**src/hw/rtl/assert_macros.svh**
```systemverilog
// Assertion macros for the RTL files; swas_ctrl is the one that includes them.
// No dependencies; included by modules that carry assertions.
`ifndef ASSERT_MACROS_SVH
`define ASSERT_MACROS_SVH
`ifndef SYNTHESIS
`define SWAS_ASSERT(lbl, clk, rstn, prop) \
    lbl: assert property (@(posedge clk) disable iff (!(rstn)) (prop)) \
        else $error("assertion failed");
`define SWAS_ASSERT_NEXT(lbl, clk, rstn, pre, post) \
    lbl: assert property (@(posedge clk) disable iff (!(rstn)) (pre) |=> (post)) \
        else $error("assertion failed");
`else
`define SWAS_ASSERT(lbl, clk, rstn, prop)
`define SWAS_ASSERT_NEXT(lbl, clk, rstn, pre, post)
`endif
`endif

```
**src/hw/rtl/swas_ram.sv**
```systemverilog
// Generic single-write, single-read RAM with registered read data.
// No dependencies.
module swas_ram #(
    parameter int WIDTH = 8,
    parameter int DEPTH = 16
) (
    input  logic                     aclk,
    input  logic                     we,
    input  logic [$clog2(DEPTH)-1:0] waddr,
    input  logic [WIDTH-1:0]         wdata,
    input  logic                     re,
    input  logic [$clog2(DEPTH)-1:0] raddr,
    output logic [WIDTH-1:0]         rdata
);
    logic [WIDTH-1:0] mem [DEPTH];

    always_ff @(posedge aclk) begin
        if (we) begin
            mem[waddr] <= wdata;
        end
        if (re) begin
            rdata <= mem[raddr];
        end
    end
endmodule

```
**config.mk**
```make
export PLATFORM = sky130hd
export DESIGN_NAME = swas_ram
export DESIGN_NICKNAME = d
export VERILOG_FILES = /design/src/hw/rtl/assert_macros.svh /design/src/hw/rtl/swas_ram.sv
export SDC_FILE = /design/constraint.sdc
export NUM_CORES = 1
export LEC_CHECK = 0
export BUFFER_PORTS_ARGS = -buffer_cell sky130_fd_sc_hd__clkbuf_2
export CORE_MARGIN = 4
export CORE_UTILIZATION = 27
export CTS_BUF_LIST = sky130_fd_sc_hd__clkbuf_8
export CTS_CLUSTER_DIAMETER = 40
export DETAILED_ROUTE_END_ITERATION = 8
export HOLD_SLACK_MARGIN = 0.15
export REMOVE_ABC_BUFFERS = 1
export SLEW_MARGIN = 30
export SYNTH_ARGS = -nofsm -noshare
export SYNTH_HDL_FRONTEND = slang
export SYNTH_SLANG_ARGS = --single-unit
```
**constraint.sdc**
```tcl
create_clock -name aclk -period 1.95 [get_ports aclk]
set_clock_uncertainty 0.2 [all_clocks]
set_input_delay 0.39 -clock aclk [delete_from_list [all_inputs] [get_ports aclk]]
set_output_delay 0.39 -clock aclk [all_outputs]
set_load 0.02 [all_outputs]
```
==> impl_metrics.ini, run 1 <==
[synthesis]
netlist.top_cell.by_area = sky130_fd_sc_hd__edfxtp_1
synth.cell_area_mm2 = 0.00523
post-synth-top-area-fraction = 0.781
synthesis.yosys.warnings = 0
area_fraction_in_compound_gates_after_synthesis = 0.0230
post_synth_main_area_contributors = sky130_fd_sc_hd__edfxtp_1, sky130_fd_sc_hd__mux4_2, sky130_fd_sc_hd__mux4_1, sky130_fd_sc_hd__a22oi_1, sky130_fd_sc_hd__nor2_1
main_combinational_cell_family_by_area_after_synthesis = multiplexers
number_of_enable_type_register_cells_in_the_synthesized_netlist = 136
synth_sequential_area_ratio = 0.781
synth_common_cells = sky130_fd_sc_hd__edfxtp_1, sky130_fd_sc_hd__mux4_2, sky130_fd_sc_hd__a22oi_1, sky130_fd_sc_hd__mux4_1, sky130_fd_sc_hd__nor2_1
yosys-mux-area-fraction = 0.148
synth_top_flop_cell = sky130_fd_sc_hd__edfxtp_1
synth_simple_gate_area_frac = 0.0314
postSynth.asyncResetShare = 0
synthCells = 229
yosys_register_bits = 136
synth_cell_types = 18
yosys.area_share.xor_xnor = 0
synth-adder-area-share = 0
post_synth.cell_area_avg_um2 = 22.8
yosysMostFrequentCell = sky130_fd_sc_hd__edfxtp_1

[layout]
fin_nets = 304
drive_gt1_frac = 0.300
layout-area-overhead-vs-synth_pct = 18.0
design_area_mm2 = 0.00617
filler_cell_count = 1831
post_layout_nonfiller_instances = 557
antenna-diode-count = 0

[flow_run]
maxCapViolations = 0

[grt]
antenna_found_initial = 0
grt_pass1_wl_mm = 15.2
pin_count_of_the_biggest_net_entering_global_routing = 33
grt_remaining_overflow = 0
track_usage = 0.0949
first_global_vias = 2572

[clocking]
cts-root-to-sink-buffers = 2
cts.reportedPaths.clkPinSlew_ns = 0.07
clock_insertion_delay_at_the_later_pin_of_the_skew_report_ns = 0.42
clock_sink_count = 136
clock_tree_from_tritoncts = yes
root_buffer = sky130_fd_sc_hd__clkbuf_8
cts-buffers-inserted = 17
cts_htree_levels = 4

[worst_setup_path]
critical_path.n_buffers_inverters = 2
worst_r2r_endpoint = rdata[5]$_DFFE_PP_
dominant_delay_contributor_by_cell_family_on_the_critical_path = multiplexers
r2r_path_start = mem[1][5]$_DFFE_PP_
crit_path_end_kind = register
critPathMaxStageDelay_ns = 0.56
path_class = in -> reg
timing.critical_path.fanout_max = 21
critical_path.slowest_cell = sky130_fd_sc_hd__mux4_1
worst_r2r_path_depth = 3
critical_path_data_arrival_time_ns = 1.65
start_kind = input pin
worst_setup_path_startpoint = raddr[0]
worstPathCellList = clkbuf_2 > buf_12 > mux4_1 > a22oi_1 > nand2_1
reg2reg_slack_ns = 0.31
worst_ep_required_time_ns = 1.92

[min_path]
holdPathEnd = rdata[5]$_DFFE_PP_
min_from = re
timing.hold.worst.class = in -> reg
min_delay_path_depth = 1

[detailed_routing]
met2_wirelength_mm = 4.23
routed.top_layer = met4
routed_wirelength_mm = 9.67
dr_total_vias = 2466
detailroute.wirelength.met3_um = 852
wl_met1_mm = 4.45
antenna_left = 0
routed_via_count_divided_by_cell_count = 4.43
drc = 0
drt-wirelength-per-cell_um = 17.4
firstDrtPassIters = 4
number_of_drc_markers_in_iteration_0 = 230

[timing]
timing.final.crit_period_ns = 1.68
grt_setup_unrepaired = no
totalNegativeSetupSlack_ns = 0
tightestPinTransition_ns = 0.756
whs_ns = 0.195
timing.final.setup_violations = 0
max-slew-margin-rel = 0.495
max_freq_mhz = 597
slew_viol_final = 0
final_hold_viol_count = 0
period_share = 0.860

[placement]
portBuffers = 26
post-dp-hpwl_mm = 6.54
placed_cells_incl_taps = 525
place_area_mm2 = 0.00578
gp_routability_congestion = 0.715

[power_and_ir_drop]
leakagePower_nw = 2.03
max-vdd-ir-drop_v = 0.000357
power.total_mw = 5.82
cellPowerDensity_mw_per_mm2 = 943

[floorplanning]
die_h_um = 147
floorplan.initialDensity = 0.277
core_region_area_mm2 = 0.0189
std_cell_rows = 50
die_w_um = 147
fp.dieArea_mm2 = 0.0217
floorplan.io_pins = 27

[outcome]
outcome = finished, final reports clean
-- worst max path at each step --
stage                           to  slack [ns]  cells past startpoint
5_1_grt         rdata[5]$_DFFE_PP_        0.23                      3
4_1_cts         rdata[0]$_DFFE_PP_        0.27                      5
6_report        rdata[0]$_DFFE_PP_        0.27                      5
2_1_floorplan  mem[0][0]$_DFFE_PP_       -0.13                      2
3_5_place_dp    rdata[0]$_DFFE_PP_       -0.18                      5
3_3_place_gp    rdata[0]$_DFFE_PP_       -0.19                      5
-- cell usage in the layout (no fill, tap or decap), drive strengths merged --
| cell type | instances |
|---|---|
| nand2 | 9 |
| mux4 | 32 |
| nor3 | 4 |
| nand2b | 2 |
| inv | 2 |
| a22oi | 16 |
| dlygate4sd3 | 1 |
| clkinv | 7 |
| bufinv | 3 |
| and2b | 1 |
| clkbuf | 43 |
| buf | 20 |
| edfxtp | 136 |
| and2 | 1 |
| nor2b | 1 |
| nand3b | 2 |
| nand3 | 1 |
| nor2 | 13 |
| or3b | 1 |
| clkinvlp | 2 |
-- flip-flops by register name (all words and copies together) (netlist names) --
register / flops
mem: 128
rdata: 8
-- metrics by stage --
stage          utilization  setup slack (ns)
6_report             0.327             0.274
5_1_grt              0.327             0.230
4_1_cts              0.327             0.274
3_5_place_dp         0.306            -0.185
3_3_place_gp         0.306            -0.185
2_1_floorplan            -            -0.133
-- kinds of logic after synthesis --
| logic type | count (synthesis) |
|---|---|
| compound gates | 16 |
| simple gates | 35 |
| mux | 32 |
| buf+inv | 10 |
| flops | 136 |
-- final cells by class --
| class | count | area [µm²] | share of cell area |
|---|---|---|---|
| repair buffers | 47 | 328 | 0.0531 |
| clock inverters | 14 | 141 | 0.0229 |
| flip-flops and latches | 136 | 4080 | 0.662 |
| clock buffers | 17 | 234 | 0.0379 |
| well taps | 260 | 325 | 0.0527 |
| multi-input cells | 83 | 1060 | 0.171 |
-- metal layers --
| layer | vias to the layer above | GRT usage |
|---|---|---|
| met5 | - | 0 |
| met4 | 0 | 0.0396 |
| met3 | 15 | 0.0349 |
| met2 | 87 | 0.129 |
| met1 | 1274 | 0.136 |
| li1 | 1090 | - |
-- what timing repair did --
item | in CTS | in global routing
setup buffers | 0 | 0
setup endpoints to repair | 0 | 0
hold buffers | 1 | 0
hold endpoints to repair | 16 | 0
resized for setup | 0 | 0
-- power by group --
group / switching (mW) / leakage (nW) / total (mW) / internal [mW]
clock: 0.977 / 0.191 / 2.20 / 1.22
combinational: 0.180 / 0.602 / 0.313 / 0.133
sequential: 0.0191 / 1.24 / 3.31 / 3.29
total: 1.18 / 2.03 / 5.82 / 4.64
No activity file was read; power rests on OpenSTA's default activity.
==> run 2: changes to the inputs <==
--- a/config.mk
+++ b/config.mk
@@ -7,11 +7,12 @@
 export LEC_CHECK = 0
 export BUFFER_PORTS_ARGS = -buffer_cell sky130_fd_sc_hd__clkbuf_2
 export CORE_MARGIN = 4
-export CORE_UTILIZATION = 27
+export CORE_UTILIZATION = 25
 export CTS_BUF_LIST = sky130_fd_sc_hd__clkbuf_8
 export CTS_CLUSTER_DIAMETER = 40
 export DETAILED_ROUTE_END_ITERATION = 8
 export HOLD_SLACK_MARGIN = 0.15
+export RECOVER_POWER = 25
 export REMOVE_ABC_BUFFERS = 1
 export SLEW_MARGIN = 30
 export SYNTH_ARGS = -nofsm -noshare
==> run 2 against run 1 <==
  * Non-clock buffer count up 9
  * Sequential cell count is the same
  * Sequential share of layout area is 0.76 points lower
  * Final area grew 1.2%
  * Global-route usage increased by 0.35 points
  * Cell count increased by 3.6%
  * Wire length rose by 13%
  * Die area is 7.6% higher
  * Combinational power up 7.7%
  * Clock power fell by 5%
  * Critical path depth unchanged
  * Largest cell class unchanged
==> impl_metrics.ini, run 2 (synthesized netlist as in run 1, its figures left out) <==
[grt]
antenna_found_initial = 0
pin_count_of_the_biggest_net_entering_global_routing = 21
grt_remaining_overflow = 0
track_usage = 0.0984
first_global_vias = 2708
grt_pass1_wl_mm = 16.8

[timing]
whs_ns = 0.177
final_hold_viol_count = 0
timing.final.setup_violations = 0
max-slew-margin-rel = 0.474
max_freq_mhz = 590
fin_ws_ns = 0.254
slew_viol_final = 0
timing.final.crit_period_ns = 1.70
period_share = 0.870
grt_setup_unrepaired = no
tightestPinTransition_ns = 0.788

[power_and_ir_drop]
max-vdd-ir-drop_v = 0.000435
internal-power_mw = 4.44
power.total_mw = 5.74
cellPowerDensity_mw_per_mm2 = 920
leakagePower_nw = 2.05
clock_power_share = 0.365
seqPwrFrac = 0.576
p_sw_mw = 1.30
p_comb_frac = 0.059
power.switching_fraction = 0.227

[clocking]
clock_tree_from_tritoncts = yes
cts-root-to-sink-buffers = 2
post-cts-setup-buffer-count = 0
cts-buffers-inserted = 17
clock_sink_count = 136
post_cts.resized_instances = 0
cts_hold_buffers = 0
clock_insertion_delay_at_the_later_pin_of_the_skew_report_ns = 0.43
cts.reportedPaths.clkPinSlew_ns = 0.08
cts_htree_levels = 4
root_buffer = sky130_fd_sc_hd__clkbuf_8

[detailed_routing]
antenna_left = 0
dr_total_vias = 2521
drt-wirelength-per-cell_um = 19.0
firstDrtPassIters = 4
number_of_drc_markers_in_iteration_0 = 238
routed_via_count_divided_by_cell_count = 4.37
drc = 0
routed_wirelength_mm = 11.0

[worst_setup_path]
path_class = in -> reg
crit_path_end_kind = register
start_kind = input pin
worst_ep_required_time_ns = 1.93
timing.critical_path.fanout_max = 16
critical_path_data_arrival_time_ns = 1.67

[flow_run]
maxCapViolations = 0

[layout]
largest_register_ffs = 128
final_common_cell = sky130_fd_sc_hd__edfxtp_1
drive_gt1_frac = 0.326
largest_register = mem
layout.cells.most_common_list = sky130_fd_sc_hd__edfxtp_1, sky130_fd_sc_hd__buf_4, sky130_fd_sc_hd__clkbuf_2
post_layout_nonfiller_instances = 577
antenna-diode-count = 0
fin_nets = 313
biggestRegsByFlops = mem: 128 flops, rdata: 8 flops
layout-area-overhead-vs-synth_pct = 19.4
filler_cell_count = 1991

[placement]
portBuffers = 26
gp_routability_congestion = 0.732
placed_cells_incl_taps = 545
dp_slack_ns = -0.220
post-dp-hpwl_mm = 7.16

[floorplanning]
std_cell_rows = 52
core_region_area_mm2 = 0.0204
fp.dieArea_mm2 = 0.0233
floorplan.io_pins = 27
floorplan.initialDensity = 0.256
die_h_um = 153
die_w_um = 153

[min_path]
timing.hold.worst.class = in -> reg

[outcome]
outcome = finished, final reports clean
==> run 2: changes by cell type in the layout (fill, tap and decap cells not counted), sizes merged <==
cell,before,now
clkinvlp,2,5
inv,2,4
bufinv,3,1
dlygate4sd3,1,0
buf,20,30
clkinv,7,5
==> run 2: power groups by stage <==
stage / Clock, mW / Combinational, mW / Sequential, mW
global route: 2.30 / 0.367 / 3.31
floorplan: 0 / 0.131 / 3.39
detailed placement: 0 / 0.346 / 3.37
finish: 2.10 / 0.337 / 3.31
CTS: 2.16 / 0.346 / 3.31
global placement: 0 / 0.336 / 3.37
==> run 2: critical path, cell delays in order <==
cell and delay [ns]:
sky130_fd_sc_hd__clkbuf_2 0.15, sky130_fd_sc_hd__buf_12 0.19, sky130_fd_sc_hd__mux4_1 0.56, sky130_fd_sc_hd__a22oi_1 0.30, sky130_fd_sc_hd__nand2_1 0.08
==> run 2: worst paths after layout <==
| check | slack, ns | start | cells after the start | end |
|---|---|---|---|---|
| max reg2reg | 0.26 | mem[10][4]$_DFFE_PP_ | 3 | rdata[4]$_DFFE_PP_ |
| min | 0.18 | re | 1 | rdata[7]$_DFFE_PP_ |
| max | 0.25 | raddr[0] | 5 | rdata[4]$_DFFE_PP_ |
| min reg2reg | 0.56 | mem[14][2]$_DFFE_PP_ | 3 | rdata[2]$_DFFE_PP_ |
==> run 2: cell type report <==
type                            instances  area, µm²  area share
Multi-Input combinational cell         83       1060       0.169
Clock buffer                           17        234      0.0375
Sequential cell                       136       4080       0.654
Timing Repair Buffer                   56        398      0.0638
Clock inverter                         15        130      0.0209
Tap cell                              270        338      0.0541
==> run 2: per-layer routing <==
metal	global-route usage	wire, µm	vias up
met3	0.0244	750	16
li1	-	-	1112
met5	0	0	-
met2	0.150	5280	84
met1	0.134	4730	1309
met4	0.0445	196	0
==> run 2: through the flow <==
stage / setup TNS [ns] / utilization / instance area [µm²]
after floorplan: -1.06 / - / 5140
after global placement: -1.04 / 0.288 / 5880
after detailed placement: -1.07 / 0.288 / 5880
after CTS: 0 / 0.306 / 6250
after global routing: 0 / 0.305 / 6240
final: 0 / 0.305 / 6240
