<file path="config.mk">
export PLATFORM = sky130hd
export DESIGN_NAME = swas_ctrl
export DESIGN_NICKNAME = d
export VERILOG_FILES = /design/src/hw/rtl/swas_pkg.sv /design/src/hw/rtl/swas_ctrl.sv
export VERILOG_INCLUDE_DIRS = /design/src /design/src/hw/rtl
export SDC_FILE = /design/constraint.sdc
export NUM_CORES = 1
export LEC_CHECK = 0
export ABC_AREA = 1
export ABC_CLOCK_PERIOD_IN_PS = 6000
export BUFFER_PORTS_ARGS = -buffer_cell sky130_fd_sc_hd__buf_2
export CAP_MARGIN = 15
export CELL_PAD_IN_SITES_DETAIL_PLACEMENT = 1
export CELL_PAD_IN_SITES_GLOBAL_PLACEMENT = 1
export CORE_MARGIN = 2
export CORE_UTILIZATION = 36
export CTS_BUF_LIST = sky130_fd_sc_hd__clkbuf_16
export DETAILED_ROUTE_END_ITERATION = 10
export PLACE_DENSITY = 0.8
export SLEW_MARGIN = 25
export SYNTH_ARGS = -nofsm -noshare
export SYNTH_HDL_FRONTEND = slang
export SYNTH_SLANG_ARGS = --single-unit
export TNS_END_PERCENT = 1
</file>
<file path="constraint.sdc">
create_clock -name aclk -period 6 [get_ports aclk]
set_input_delay 0.6 -clock aclk [delete_from_list [all_inputs] [get_ports aclk]]
set_output_delay 0.6 -clock aclk [all_outputs]
set_load 0.05 [all_outputs]
</file>
<file path="src/hw/rtl/assert_macros.svh">
// Assertion macros for the RTL files; swas_ctrl is the one that includes them.
// No dependencies; included by modules that carry assertions.
`ifndef ASSERT_MACROS_SVH
`define ASSERT_MACROS_SVH
`ifndef SYNTHESIS
`define SWAS_ASSERT(lbl, clk, rstn, prop) \
    lbl: assert property (@(posedge clk) disable iff (!(rstn)) (prop)) \
        else $error("assertion failed");
`define SWAS_ASSERT_NEXT(lbl, clk, rstn, pre, post) \
    lbl: assert property (@(posedge clk) disable iff (!(rstn)) (pre) |=> (post)) \
        else $error("assertion failed");
`else
`define SWAS_ASSERT(lbl, clk, rstn, prop)
`define SWAS_ASSERT_NEXT(lbl, clk, rstn, pre, post)
`endif
`endif

</file>
<file path="src/hw/rtl/swas_pkg.sv">
// Types and constants of the sliding window ARQ sender.
// No dependencies.
package swas_pkg;
    localparam int SLOTS   = 64;
    localparam int SLOT_W  = $clog2(SLOTS);
    localparam int SEQ_W   = 31;
    localparam int LEN_W   = 11;
    localparam int TICK_W  = 32;
    localparam int TOT_W   = 48;
    localparam int WIN_W   = 7;
    localparam int TMO_W   = 16;
    localparam int CIDX_W  = 2;
    localparam logic [LEN_W-1:0] PAYLOAD_MAX = 11'd1024;
    localparam logic [TMO_W-1:0] TIMEOUT_RESET = 16'd500;
    localparam logic [WIN_W-1:0] WINDOW_RESET = 7'd8;

    typedef enum logic [1:0] {
        OP_OFFER = 2'd0, OP_ACK = 2'd1, OP_NACK = 2'd2, OP_TICK = 2'd3
    } op_t;

    typedef enum logic [2:0] {
        KIND_REFUSED = 3'd0, KIND_SEND = 3'd1, KIND_RESEND = 3'd2,
        KIND_ACKED = 3'd3, KIND_NONE = 3'd4
    } kind_t;

    typedef enum logic [CIDX_W-1:0] {
        CFG_WINDOW = 2'd0, CFG_TIMEOUT = 2'd1
    } cfg_idx_t;

    typedef enum logic [1:0] {
        ST_IDLE, ST_NACK, ST_WALK, ST_EMIT
    } state_t;

    typedef struct packed {
        logic [SEQ_W-1:0]  seq;
        logic [LEN_W-1:0]  len;
        logic              fin;
        logic [TICK_W-1:0] tick;
    } slot_t;

    localparam int SLOT_BITS = $bits(slot_t);

    typedef struct packed {
        kind_t             kind;
        logic [SEQ_W-1:0]  seq;
        logic [SLOT_W-1:0] slot;
        logic [LEN_W-1:0]  len;
        logic              fin;
        logic [TOT_W-1:0]  bytes;
        logic              done;
        logic              last;
    } res_t;
endpackage

</file>
<file path="src/hw/rtl/swas_ctrl.sv">
// Event sequencer: window state, live bits and slot walks over the slot RAM.
// Depends on swas_pkg and assert_macros.svh.
`include "assert_macros.svh"
module swas_ctrl
    import swas_pkg::*;
(
    input  logic                  aclk,
    input  logic                  aresetn,
    input  logic                  in_valid,
    output logic                  in_ready,
    input  op_t                   in_op,
    input  logic [LEN_W-1:0]      in_len,
    input  logic                  in_fin,
    input  logic [SEQ_W-1:0]      in_peer,
    input  logic                  cfg_valid,
    input  logic [CIDX_W-1:0]     cfg_index,
    input  logic [TMO_W-1:0]      cfg_data,
    output logic                  push_valid,
    input  logic                  push_ready,
    output res_t                  push_res,
    output logic                  mem_we,
    output logic [SLOT_W-1:0]     mem_waddr,
    output slot_t                 mem_wdata,
    output logic                  mem_re,
    output logic [SLOT_W-1:0]     mem_raddr,
    input  slot_t                 mem_rdata
);
    state_t            state_reg, state_next;
    logic [WIN_W-1:0]  win_reg, win_next;
    logic [TMO_W-1:0]  tmo_reg, tmo_next;
    logic [SEQ_W-1:0]  base_reg, base_next;
    logic [SEQ_W-1:0]  nts_reg, nts_next;
    logic [SEQ_W-1:0]  final_reg, final_next;
    logic              end_reg, end_next;
    logic [SLOTS-1:0]  live_reg, live_next;
    logic [TICK_W-1:0] tick_reg, tick_next;
    logic [TOT_W-1:0]  acked_reg, acked_next;
    logic [SEQ_W-1:0]  peer_reg, peer_next;
    logic              mtick_reg, mtick_next;
    logic [SLOT_W-1:0] idx_reg, idx_next;
    res_t              held_reg, held_next;
    logic              hval_reg, hval_next;

    logic              in_accept;
    logic [WIN_W-1:0]  lim;
    logic [SEQ_W:0]    win_end;
    logic [LEN_W-1:0]  len_sat;
    logic              fin_eff;
    logic [SLOT_W-1:0] offer_slot;
    logic              ack_match, due, stall, walk_end;
    logic [TICK_W-1:0] age;

    assign in_ready  = (state_reg == ST_IDLE);
    assign in_accept = in_valid && in_ready;

    always_comb begin
        if (win_reg == '0) begin
            lim = WIN_W'(1);
        end else if (win_reg > WIN_W'(SLOTS)) begin
            lim = WIN_W'(SLOTS);
        end else begin
            lim = win_reg;
        end
    end

    assign win_end    = {1'b0, base_reg} + {{(SEQ_W+1-WIN_W){1'b0}}, lim};
    assign len_sat    = (in_len > PAYLOAD_MAX) ? PAYLOAD_MAX : in_len;
    assign fin_eff    = in_fin || (in_len == '0);
    assign offer_slot = nts_reg[SLOT_W-1:0];
    assign ack_match  = live_reg[idx_reg] && (mem_rdata.seq >= base_reg)
                        && (mem_rdata.seq <= peer_reg);
    assign age        = tick_reg - mem_rdata.tick;
    assign due        = live_reg[idx_reg] && (age >= {{(TICK_W-TMO_W){1'b0}}, tmo_reg});
    assign stall      = mtick_reg && due && hval_reg && !push_ready;
    assign walk_end   = (idx_reg == SLOT_W'(SLOTS - 1));

    // next state
    always_comb begin
        state_next = state_reg;
        unique case (state_reg)
            ST_IDLE: begin
                if (in_accept) begin
                    if (in_op == OP_NACK) begin
                        state_next = ST_NACK;
                    end else if (in_op == OP_TICK ||
                                 (in_op == OP_ACK && in_peer >= base_reg)) begin
                        state_next = ST_WALK;
                    end else begin
                        state_next = ST_EMIT;
                    end
                end
            end
            ST_NACK: state_next = ST_EMIT;
            ST_WALK: begin
                if (!stall && walk_end) begin
                    state_next = ST_EMIT;
                end
            end
            ST_EMIT: begin
                if (push_ready) begin
                    state_next = ST_IDLE;
                end
            end
            default: state_next = ST_IDLE;
        endcase
    end

    // datapath and outputs
    always_comb begin
        win_next   = win_reg;
        tmo_next   = tmo_reg;
        base_next  = base_reg;
        nts_next   = nts_reg;
        final_next = final_reg;
        end_next   = end_reg;
        live_next  = live_reg;
        tick_next  = tick_reg;
        acked_next = acked_reg;
        peer_next  = peer_reg;
        mtick_next = mtick_reg;
        idx_next   = idx_reg;
        held_next  = held_reg;
        hval_next  = hval_reg;
        mem_we     = 1'b0;
        mem_waddr  = idx_reg;
        mem_wdata  = mem_rdata;
        mem_re     = 1'b0;
        mem_raddr  = '0;
        push_valid = 1'b0;
        push_res   = held_reg;
        push_res.bytes = acked_reg;
        push_res.done  = end_reg && (base_reg > final_reg);
        push_res.last  = 1'b0;

        if (cfg_valid) begin
            case (cfg_index)
                CFG_WINDOW:  win_next = cfg_data[WIN_W-1:0];
                CFG_TIMEOUT: tmo_next = cfg_data;
                default: ;
            endcase
        end

        unique case (state_reg)
            ST_IDLE: begin
                held_next = '0;
                held_next.kind = KIND_NONE;
                hval_next = 1'b0;
                idx_next  = '0;
                peer_next = in_peer;
                if (in_accept) begin
                    unique case (in_op)
                        OP_OFFER: begin
                            if (end_reg || ({1'b0, nts_reg} >= win_end)) begin
                                held_next.kind = KIND_REFUSED;
                            end else begin
                                mem_we         = 1'b0 | 1'b1;
                                mem_waddr      = offer_slot;
                                mem_wdata.seq  = nts_reg;
                                mem_wdata.len  = len_sat;
                                mem_wdata.fin  = fin_eff;
                                mem_wdata.tick = tick_reg;
                                live_next[offer_slot] = 1'b1;
                                if (fin_eff) begin
                                    final_next = nts_reg;
                                    end_next   = 1'b1;
                                end
                                nts_next       = nts_reg + SEQ_W'(1);
                                held_next.kind = KIND_SEND;
                                held_next.seq  = nts_reg;
                                held_next.slot = offer_slot;
                                held_next.len  = len_sat;
                                held_next.fin  = fin_eff;
                            end
                        end
                        OP_ACK: begin
                            mtick_next = 1'b0;
                            mem_re     = 1'b1;
                        end
                        OP_NACK: begin
                            mem_re    = 1'b1;
                            mem_raddr = in_peer[SLOT_W-1:0];
                        end
                        OP_TICK: begin
                            mtick_next = 1'b1;
                            tick_next  = tick_reg + TICK_W'(1);
                            mem_re     = 1'b1;
                        end
                        default: ;
                    endcase
                end
            end
            ST_NACK: begin
                if (live_reg[peer_reg[SLOT_W-1:0]] && mem_rdata.seq == peer_reg) begin
                    mem_we          = 1'b1;
                    mem_waddr       = peer_reg[SLOT_W-1:0];
                    mem_wdata.tick  = tick_reg;
                    held_next.kind  = KIND_RESEND;
                    held_next.seq   = mem_rdata.seq;
                    held_next.slot  = peer_reg[SLOT_W-1:0];
                    held_next.len   = mem_rdata.len;
                    held_next.fin   = mem_rdata.fin;
                end
            end
            ST_WALK: begin
                if (!mtick_reg) begin
                    if (ack_match) begin
                        acked_next = acked_reg + {{(TOT_W-LEN_W){1'b0}}, mem_rdata.len};
                        live_next[idx_reg] = 1'b0;
                    end
                    if (walk_end) begin
                        base_next      = peer_reg + SEQ_W'(1);
                        held_next.kind = KIND_ACKED;
                    end
                end else if (!stall && due) begin
                    // a new resend found: the previous one goes out, not last
                    mem_we         = 1'b1;
                    mem_wdata.tick = tick_reg;
                    push_valid     = hval_reg;
                    held_next.kind = KIND_RESEND;
                    held_next.seq  = mem_rdata.seq;
                    held_next.slot = idx_reg;
                    held_next.len  = mem_rdata.len;
                    held_next.fin  = mem_rdata.fin;
                    hval_next      = 1'b1;
                end
                if (!stall && !walk_end) begin
                    mem_re    = 1'b1;
                    mem_raddr = idx_reg + SLOT_W'(1);
                    idx_next  = idx_reg + SLOT_W'(1);
                end
            end
            ST_EMIT: begin
                push_valid    = 1'b1;
                push_res.last = 1'b1;
            end
            default: ;
        endcase
    end

    always_ff @(posedge aclk) begin
        if (!aresetn) begin
            state_reg <= ST_IDLE;
            win_reg   <= WINDOW_RESET;
            tmo_reg   <= TIMEOUT_RESET;
            base_reg  <= SEQ_W'(1);
            nts_reg   <= SEQ_W'(1);
            final_reg <= '0;
            end_reg   <= 1'b0;
            live_reg  <= '0;
            tick_reg  <= '0;
            acked_reg <= '0;
            mtick_reg <= 1'b0;
            idx_reg   <= '0;
            hval_reg  <= 1'b0;
        end else begin
            state_reg <= state_next;
            win_reg   <= win_next;
            tmo_reg   <= tmo_next;
            base_reg  <= base_next;
            nts_reg   <= nts_next;
            final_reg <= final_next;
            end_reg   <= end_next;
            live_reg  <= live_next;
            tick_reg  <= tick_next;
            acked_reg <= acked_next;
            mtick_reg <= mtick_next;
            idx_reg   <= idx_next;
            hval_reg  <= hval_next;
        end
    end

    always_ff @(posedge aclk) begin
        peer_reg <= peer_next;
        held_reg <= held_next;
    end

    `SWAS_ASSERT(a_idle_no_push, aclk, aresetn, !(in_ready && push_valid))
    `SWAS_ASSERT_NEXT(a_stale_ack, aclk, aresetn,
        in_accept && in_op == OP_ACK && in_peer < base_reg, state_reg == ST_EMIT)
    `SWAS_ASSERT_NEXT(a_stall_holds, aclk, aresetn,
        state_reg == ST_WALK && stall, $stable(idx_reg))
endmodule

</file>
==> impl_metrics.py, run 1 <==
metrics = {
    "run_status": {
        "outcome": "complete, but fails checks",
        "violations": "setup timing",
    },
    "cells_and_area": {
        "syn_to_final_growth_pct": 20.1,
        "final_common_cell": "nand2_1",
        "nets": 4937,
        "final_cell_area_um2": 33600,
        "fin_util_pct": 43.6,
        "mostFrequentLayoutCells": "872 x nand2_1, 619 x inv_1, 388 x a21oi_1",
        "drive_above_1_share_pct": 14.6,
        "largest_reg_flops": 64,
    },
    "worst_setup_path": {
        "criticalPathCategory": "reg -> out",
        "max_stage_delay_ps": 350,
        "critPathMaxFanout": 8,
        "cpMaxStageDelayCell": "fa_2",
        "crit_start": "win_reg[1]$_SDFFE_PN0P_",
        "path_buf_inv": 11,
        "start_kind": "flip-flop",
        "arrival_ps": 6070,
        "cp-end-kind": "output port",
        "worstReg2RegStart": "win_reg[1]$_SDFFE_PN0P_",
        "cpLargestDelayFamily": "simple AND/OR/NAND/NOR gates",
        "crit_top_cell": "nand2_2",
        "crit_required_ps": 5400,
    },
    "sta": {
        "fin_crit_ps": 6670,
        "slew-limit-headroom_pct": 34.9,
        "fin_worst_skew_ps": 18.6,
        "fmax_ghz": 0.150,
        "timing.hold.ws_ps": 194,
        "drv_slew": 0,
        "hold_viol_final": 0,
        "setup_slack_ps": -671,
        "grt_setup_unrepaired": "yes",
        "period_share_pct": 111,
        "worst_slew_pin_slew_ps": 976,
        "setup_viol_count_final": 82,
    },
    "die": {
        "row_count": 102,
        "die_area_um2": 80100,
        "start_util_pct": 36.3,
        "fp.dieH_um": 283,
        "die_w_um": 283,
        "pin_count": 336,
        "core-area_um2": 77200,
    },
    "drt": {
        "wl_met3_mm": 8.32,
        "first_pass_iters": 5,
        "drtIter0Drc": 2626,
        "wl_per_cell_um": 22.2,
        "ant_nets": 0,
        "remaining_drc_errors": 0,
        "wl_met2_mm": 58.9,
        "top_layer": "met5",
        "routed_wl_mm": 125,
        "viasPerCell": 5.64,
        "wl_met1_mm": 52.2,
        "vias": 31800,
    },
    "global_route": {
        "grt_first_pass_wirelength_mm": 185,
        "grt_pass1_vias": 31000,
        "gr-usage-all-layers_pct": 29.3,
        "gr-total-overflow": 0,
        "antenna_found_initial": 6,
        "grt_max_degree": 104,
    },
    "clocking": {
        "cts.sinks": 354,
        "clk_latency_ps": 600,
        "clock_path_buffers": 3,
        "cts_hold_buffers": 0,
        "cts_buffers": 44,
        "cts_tree": "built",
        "root_buffer": "clkbuf_16",
        "htreeDepth": 2,
        "clk_pin_slew_worst_paths_ps": 60,
    },
    "yosys": {
        "synth_area_um2": 28000,
        "synthCells": 4247,
        "avgSynthCellArea_um2": 6.60,
        "synth_ff_type": "dfxtp_1",
        "ys_seq_elements": 354,
        "synth_edf_count": 83,
        "yosysUniqueCellTypes": 63,
        "syn_nets": 4622,
        "netlist.area_leader.share_pct": 19.4,
        "synthTopCellsByArea": "dfxtp_1 19%, nand2_1 12%, ha_1 10%",
        "ys_seq_area_share_pct": 28.3,
        "synth-async-reset-ratio_pct": 0,
        "synth_top_area_cell": "dfxtp_1",
        "ys_warn_count": 0,
    },
    "placed_design": {
        "dpl.hpwl_mm": 93.5,
        "gp_congestion": 0.950,
        "placed_area_um2": 30900,
        "io_buffers": 335,
    },
    "worst_hold_path": {
        "hold_class": "in -> reg",
        "min_from": "in_peer[18]",
    },
    "power": {
        "peakVddDrop_mv": 0.396,
        "powerDensity_nw_per_um2": 322,
        "power_leakage_nw": 14.5,
        "power_mw": 10.9,
    },
    "run": {
        "maxCapViolCount": 0,
    },
}
cell usage after synthesis, types with 5 or more instances:
| master | count |
|---|---|
| nor2_1 | 355 |
| buf_6 | 13 |
| dfxtp_1 | 271 |
| a211oi_1 | 9 |
| nand3_2 | 8 |
| edfxtp_1 | 83 |
| o21ai_1 | 17 |
| a31oi_1 | 8 |
| inv_2 | 9 |
| clkbuf_1 | 82 |
| and3_1 | 5 |
| buf_4 | 16 |
| ha_1 | 229 |
| clkinv_1 | 5 |
| nor2_2 | 7 |
| nor3b_1 | 7 |
| inv_1 | 604 |
| nand4_1 | 153 |
| xor2_1 | 96 |
| o21ai_0 | 386 |
| o211ai_1 | 44 |
| nand3b_1 | 6 |
| o22ai_1 | 57 |
| nor3_1 | 103 |
| o21bai_1 | 8 |
| buf_2 | 45 |
| nand2_1 | 921 |
| xnor2_1 | 13 |
| nand3_1 | 183 |
| a21oi_1 | 391 |
| nor4_1 | 49 |
repair_timing:
item | 4_1_cts | 5_1_grt
setup buffers | 18 | 7
resized for setup | 182 | 166
cloned | 3 | 3
pin swaps | 23 | 60
endpoints found under the setup margin | 82 | 243
stage by stage:
stage,instances,TNS [ps],setup WS (ps)
2_1_floorplan,4247,-451,-20.5
3_3_place_gp,5525,0,102
3_5_place_dp,5525,-5290,-140
4_1_cts,5627,-28560,-446
5_1_grt,5638,-75590,-1020
6_report,5638,-44150,-671
cell families after synthesis:
family	count (synthesis)	synth area share, %
AND/OR/NAND/NOR	1819	28.4
AO/OA/AOI/OAI	953	18.3
buffers and inverters	780	11.2
adder cells (fa/ha/maj)	232	10.4
flip-flops	354	28.3
XOR/XNOR	109	3.41
final cells by class:
| cell class | count | area, µm² |
|---|---|---|
| tap | 1040 | 1300 |
| antenna | 1 | 2.50 |
| clock inverter | 35 | 174 |
| timing repair buffer | 427 | 3220 |
| sequential | 354 | 7920 |
| fill | 10000 | 43600 |
| multi-input combinational | 3113 | 17500 |
| inverter | 622 | 2350 |
| clock buffer | 46 | 1150 |
path summary, 6_finish.rpt:
kind	end	slack [ps]	cells past startpoint
max	mem_wdata[27]	-670	39
min	peer_reg[18]$_DFFE_PP_	190	1
max reg2reg	final_reg[30]$_SDFFE_PN0P_	320	40
min reg2reg	final_reg[5]$_SDFFE_PN0P_	460	2
power by group:
group,switching [mW],internal [mW]
combinational,3.89,1.28
clock,1.17,1.42
sequential,0.214,2.88
total,5.27,5.58
layer usage:
metal | up-vias | GRT usage [%]
met4 | 8 | 11.8
li1 | 14900 | -
met2 | 1169 | 49.4
met3 | 285 | 4.92
met1 | 15400 | 37.2
met5 | - | 0
Power figures use the tool's default switching activity.
==> inputs of run 2 (changes only) <==
--- a/config.mk
+++ b/config.mk
@@ -6,7 +6,6 @@
 export SDC_FILE = /design/constraint.sdc
 export NUM_CORES = 1
 export LEC_CHECK = 0
-export ABC_AREA = 1
 export ABC_CLOCK_PERIOD_IN_PS = 6000
 export BUFFER_PORTS_ARGS = -buffer_cell sky130_fd_sc_hd__buf_2
 export CAP_MARGIN = 15
@@ -15,8 +14,9 @@
 export CORE_MARGIN = 2
 export CORE_UTILIZATION = 36
 export CTS_BUF_LIST = sky130_fd_sc_hd__clkbuf_16
+export CTS_CLUSTER_DIAMETER = 30
 export DETAILED_ROUTE_END_ITERATION = 10
-export PLACE_DENSITY = 0.8
+export PLACE_DENSITY = 0.74
 export SLEW_MARGIN = 25
 export SYNTH_ARGS = -nofsm -noshare
 export SYNTH_HDL_FRONTEND = slang
==> impl_metrics.py, run 2 <==
metrics = {
    "worst_setup_path": {
        "cp-end-kind": "output port",
        "cpMaxStageDelayCell": "fa_2",
        "r2r_slack_ps": -130,
        "crit_top_cell": "a21o_1",
        "worstReg2RegStart": "win_reg[1]$_SDFFE_PN0P_",
        "start_kind": "flip-flop",
        "crit_cells": 32,
        "arrival_ps": 6210,
        "r2r_end": "push_res[66]$_DFFE_PP_",
        "crit_start": "win_reg[1]$_SDFFE_PN0P_",
        "crit_end": "mem_wdata[18]",
        "rr_worst_depth": 31,
        "critPathMaxFanout": 8,
        "max_stage_delay_ps": 340,
        "cpLargestDelayFamily": "compound AO/OA/AOI/OAI gates",
        "path_buf_inv": 7,
        "criticalPathCategory": "reg -> out",
        "crit_required_ps": 5400,
    },
    "yosys": {
        "ys_seq_area_share_pct": 32.9,
        "yosysUniqueCellTypes": 81,
        "synth_ff_type": "dfxtp_1",
        "synth_edf_count": 83,
        "syn_nets": 3207,
        "netlist.area_leader.share_pct": 22.5,
        "ys_warn_count": 0,
        "ys_seq_elements": 354,
        "synthTopCellsByArea": "dfxtp_1 23%, ha_1 12%, edfxtp_1 10%",
        "avgSynthCellArea_um2": 8.50,
        "synth_common_cells": "322 x nand2_1, 271 x dfxtp_1, 252 x nor2_1",
        "synth_most_common_cell": "nand2_1",
        "synthCells": 2832,
        "synth-async-reset-ratio_pct": 0,
        "synth_area_um2": 24100,
        "synth_top_area_cell": "dfxtp_1",
    },
    "power": {
        "p_clk_share_pct": 45.2,
        "p_switching_mw": 4.75,
        "combPwrFrac_pct": 31.9,
        "peakVddDrop_mv": 0.233,
        "power_leakage_nw": 13.9,
        "internal-power_mw": 8.19,
        "p_sw_share_pct": 36.7,
        "seqPwrFrac_pct": 22.9,
        "powerDensity_nw_per_um2": 393,
    },
    "sta": {
        "fin_crit_ps": 6810,
        "worst_slew_pin_slew_ps": 1070,
        "fmax_ghz": 0.147,
        "setup_slack_ps": -805,
        "grt_setup_unrepaired": "yes",
        "drv_slew": 0,
        "fin_worst_skew_ps": 35.5,
        "hold_viol_final": 0,
        "setup_viol_count_final": 104,
        "period_share_pct": 113,
        "slew-limit-headroom_pct": 28.4,
        "tns_ps": -54470,
    },
    "cells_and_area": {
        "final_common_cell": "nand2_1",
        "fin_util_pct": 49.9,
        "largest_reg_flops": 64,
        "nets": 3704,
        "drive_above_1_share_pct": 24.9,
        "syn_to_final_growth_pct": 36.8,
        "mostFrequentLayoutCells": "308 x nand2_1, 269 x dfxtp_1, 252 x buf_2",
    },
    "run": {
        "maxCapViolCount": 0,
    },
    "die": {
        "core-area_um2": 66000,
        "die_w_um": 263,
        "start_util_pct": 36.5,
        "fp.dieH_um": 263,
        "pin_count": 336,
        "row_count": 94,
        "die_area_um2": 69000,
    },
    "clocking": {
        "cts.sinks": 354,
        "cts_buffers": 102,
        "root_buffer": "clkbuf_16",
        "clk_pin_slew_worst_paths_ps": 50,
        "clock_path_buffers": 3,
        "clk_latency_ps": 660,
        "htreeDepth": 3,
        "cts_tree": "built",
    },
    "drt": {
        "vias": 25300,
        "viasPerCell": 5.91,
        "ant_nets": 0,
        "remaining_drc_errors": 0,
        "wl_per_cell_um": 24.8,
        "first_pass_iters": 5,
        "routed_wl_mm": 106,
        "drtIter0Drc": 1891,
    },
    "global_route": {
        "gr-total-overflow": 0,
        "antenna_found_initial": 3,
        "grt_first_pass_wirelength_mm": 161,
        "grt_max_degree": 99,
        "gr-usage-all-layers_pct": 29.7,
        "grt_pass1_vias": 27200,
    },
    "placed_design": {
        "io_buffers": 335,
        "pre_cts_ws_ps": -644,
        "gp_congestion": 0.992,
        "dpl.hpwl_mm": 76.3,
    },
    "worst_hold_path": {
        "hold_class": "in -> reg",
    },
    "run_status": {
        "violations": "setup timing",
        "outcome": "complete, but fails checks",
    },
}
## run 2: cell types whose count changed after synthesis, sizes merged, moves of 41 or more
cell	delta
nor2	-112
nand3	-113
nand4	-74
o21ai	-265
a211oi	+41
nor3	-61
buf	-49
a21o	+66
inv	-416
nand2	-604
mux2i	+52
a22o	+72
xnor2	+94
a21oi	-254
## run 2: area by class of cell
| cell class | instances | area (µm²) |
|---|---|---|
| multi-input cells | 2138 | 15400 |
| inverters | 203 | 767 |
| diodes | 3 | 7.51 |
| clock buffers | 105 | 2630 |
| fillers | 7544 | 33000 |
| repair buffers | 530 | 4100 |
| well taps | 864 | 1080 |
| flip-flops and latches | 354 | 7920 |
| clock inverters | 89 | 1080 |
## run 2: how the worst min path moves through the flow
| stage | depth (start not counted) | end | from |
|---|---|---|---|
| after floorplan | 2 | live_reg[43]$_SDFFE_PN0P_ | live_reg[43]$_SDFFE_PN0P_ |
| after global routing | 1 | peer_reg[20]$_DFFE_PP_ | in_peer[20] |
| after detailed placement | 2 | tmo_reg[3]$_SDFFE_PN0P_ | tmo_reg[3]$_SDFFE_PN0P_ |
| after CTS | 1 | peer_reg[24]$_DFFE_PP_ | in_peer[24] |
| final | 1 | peer_reg[24]$_DFFE_PP_ | in_peer[24] |
| after global placement | 2 | tmo_reg[11]$_SDFFE_PN0P_ | tmo_reg[11]$_SDFFE_PN0P_ |
## run 2: kinds of logic after synthesis
| group | Yosys count | synth area share (%) |
|---|---|---|
| XOR/XNOR | 164 | 5.96 |
| multiplexers | 86 | 5.25 |
| adder cells (fa/ha/maj) | 232 | 12.1 |
| AO/OA/AOI/OAI | 674 | 19.0 |
| buffers and inverters | 341 | 5.48 |
| AND/OR/NAND/NOR | 981 | 19.3 |
| flip-flops | 354 | 32.9 |
## run 2: timing repair
action                     CTS  global route
buffers inserted            14             3
hold buffers                 0             0
gates resized for setup    210            75
setup endpoints to repair  253           251
cloned                       4             0
pin swaps                   88            42
## run 2: through the flow
step	instance area (µm²)	std cells	power (mW)	hold slack [ps]
2_1_floorplan	24100	2832	5.37	436
3_3_place_gp	28000	4067	6.52	446
3_5_place_dp	28000	4067	6.62	454
4_1_cts	32600	4279	12.9	120
5_1_grt	32900	4286	13.3	132
6_report	32900	4286	12.9	141
## run 2: per-layer routing
layer / share of wire [%] / routed length, µm / up-vias / track usage, %
met5: 0 / 0 / - / 0
met4: 5.0 / 5260 / 0 / 15.4
met3: 7.2 / 7620 / 310 / 5.83
met2: 49 / 51900 / 1069 / 51.0
met1: 39 / 41400 / 12600 / 35.1
li1: - / - / 11300 / -
## run 2: power groups by stage
stage	sequential [mW]	clock (mW)	combinational, mW
floorplan	3.52	0	1.85
global placement	2.98	0	3.53
detailed placement	2.99	0	3.62
CTS	2.95	5.90	4.04
global route	2.98	6.03	4.30
finish	2.96	5.86	4.13
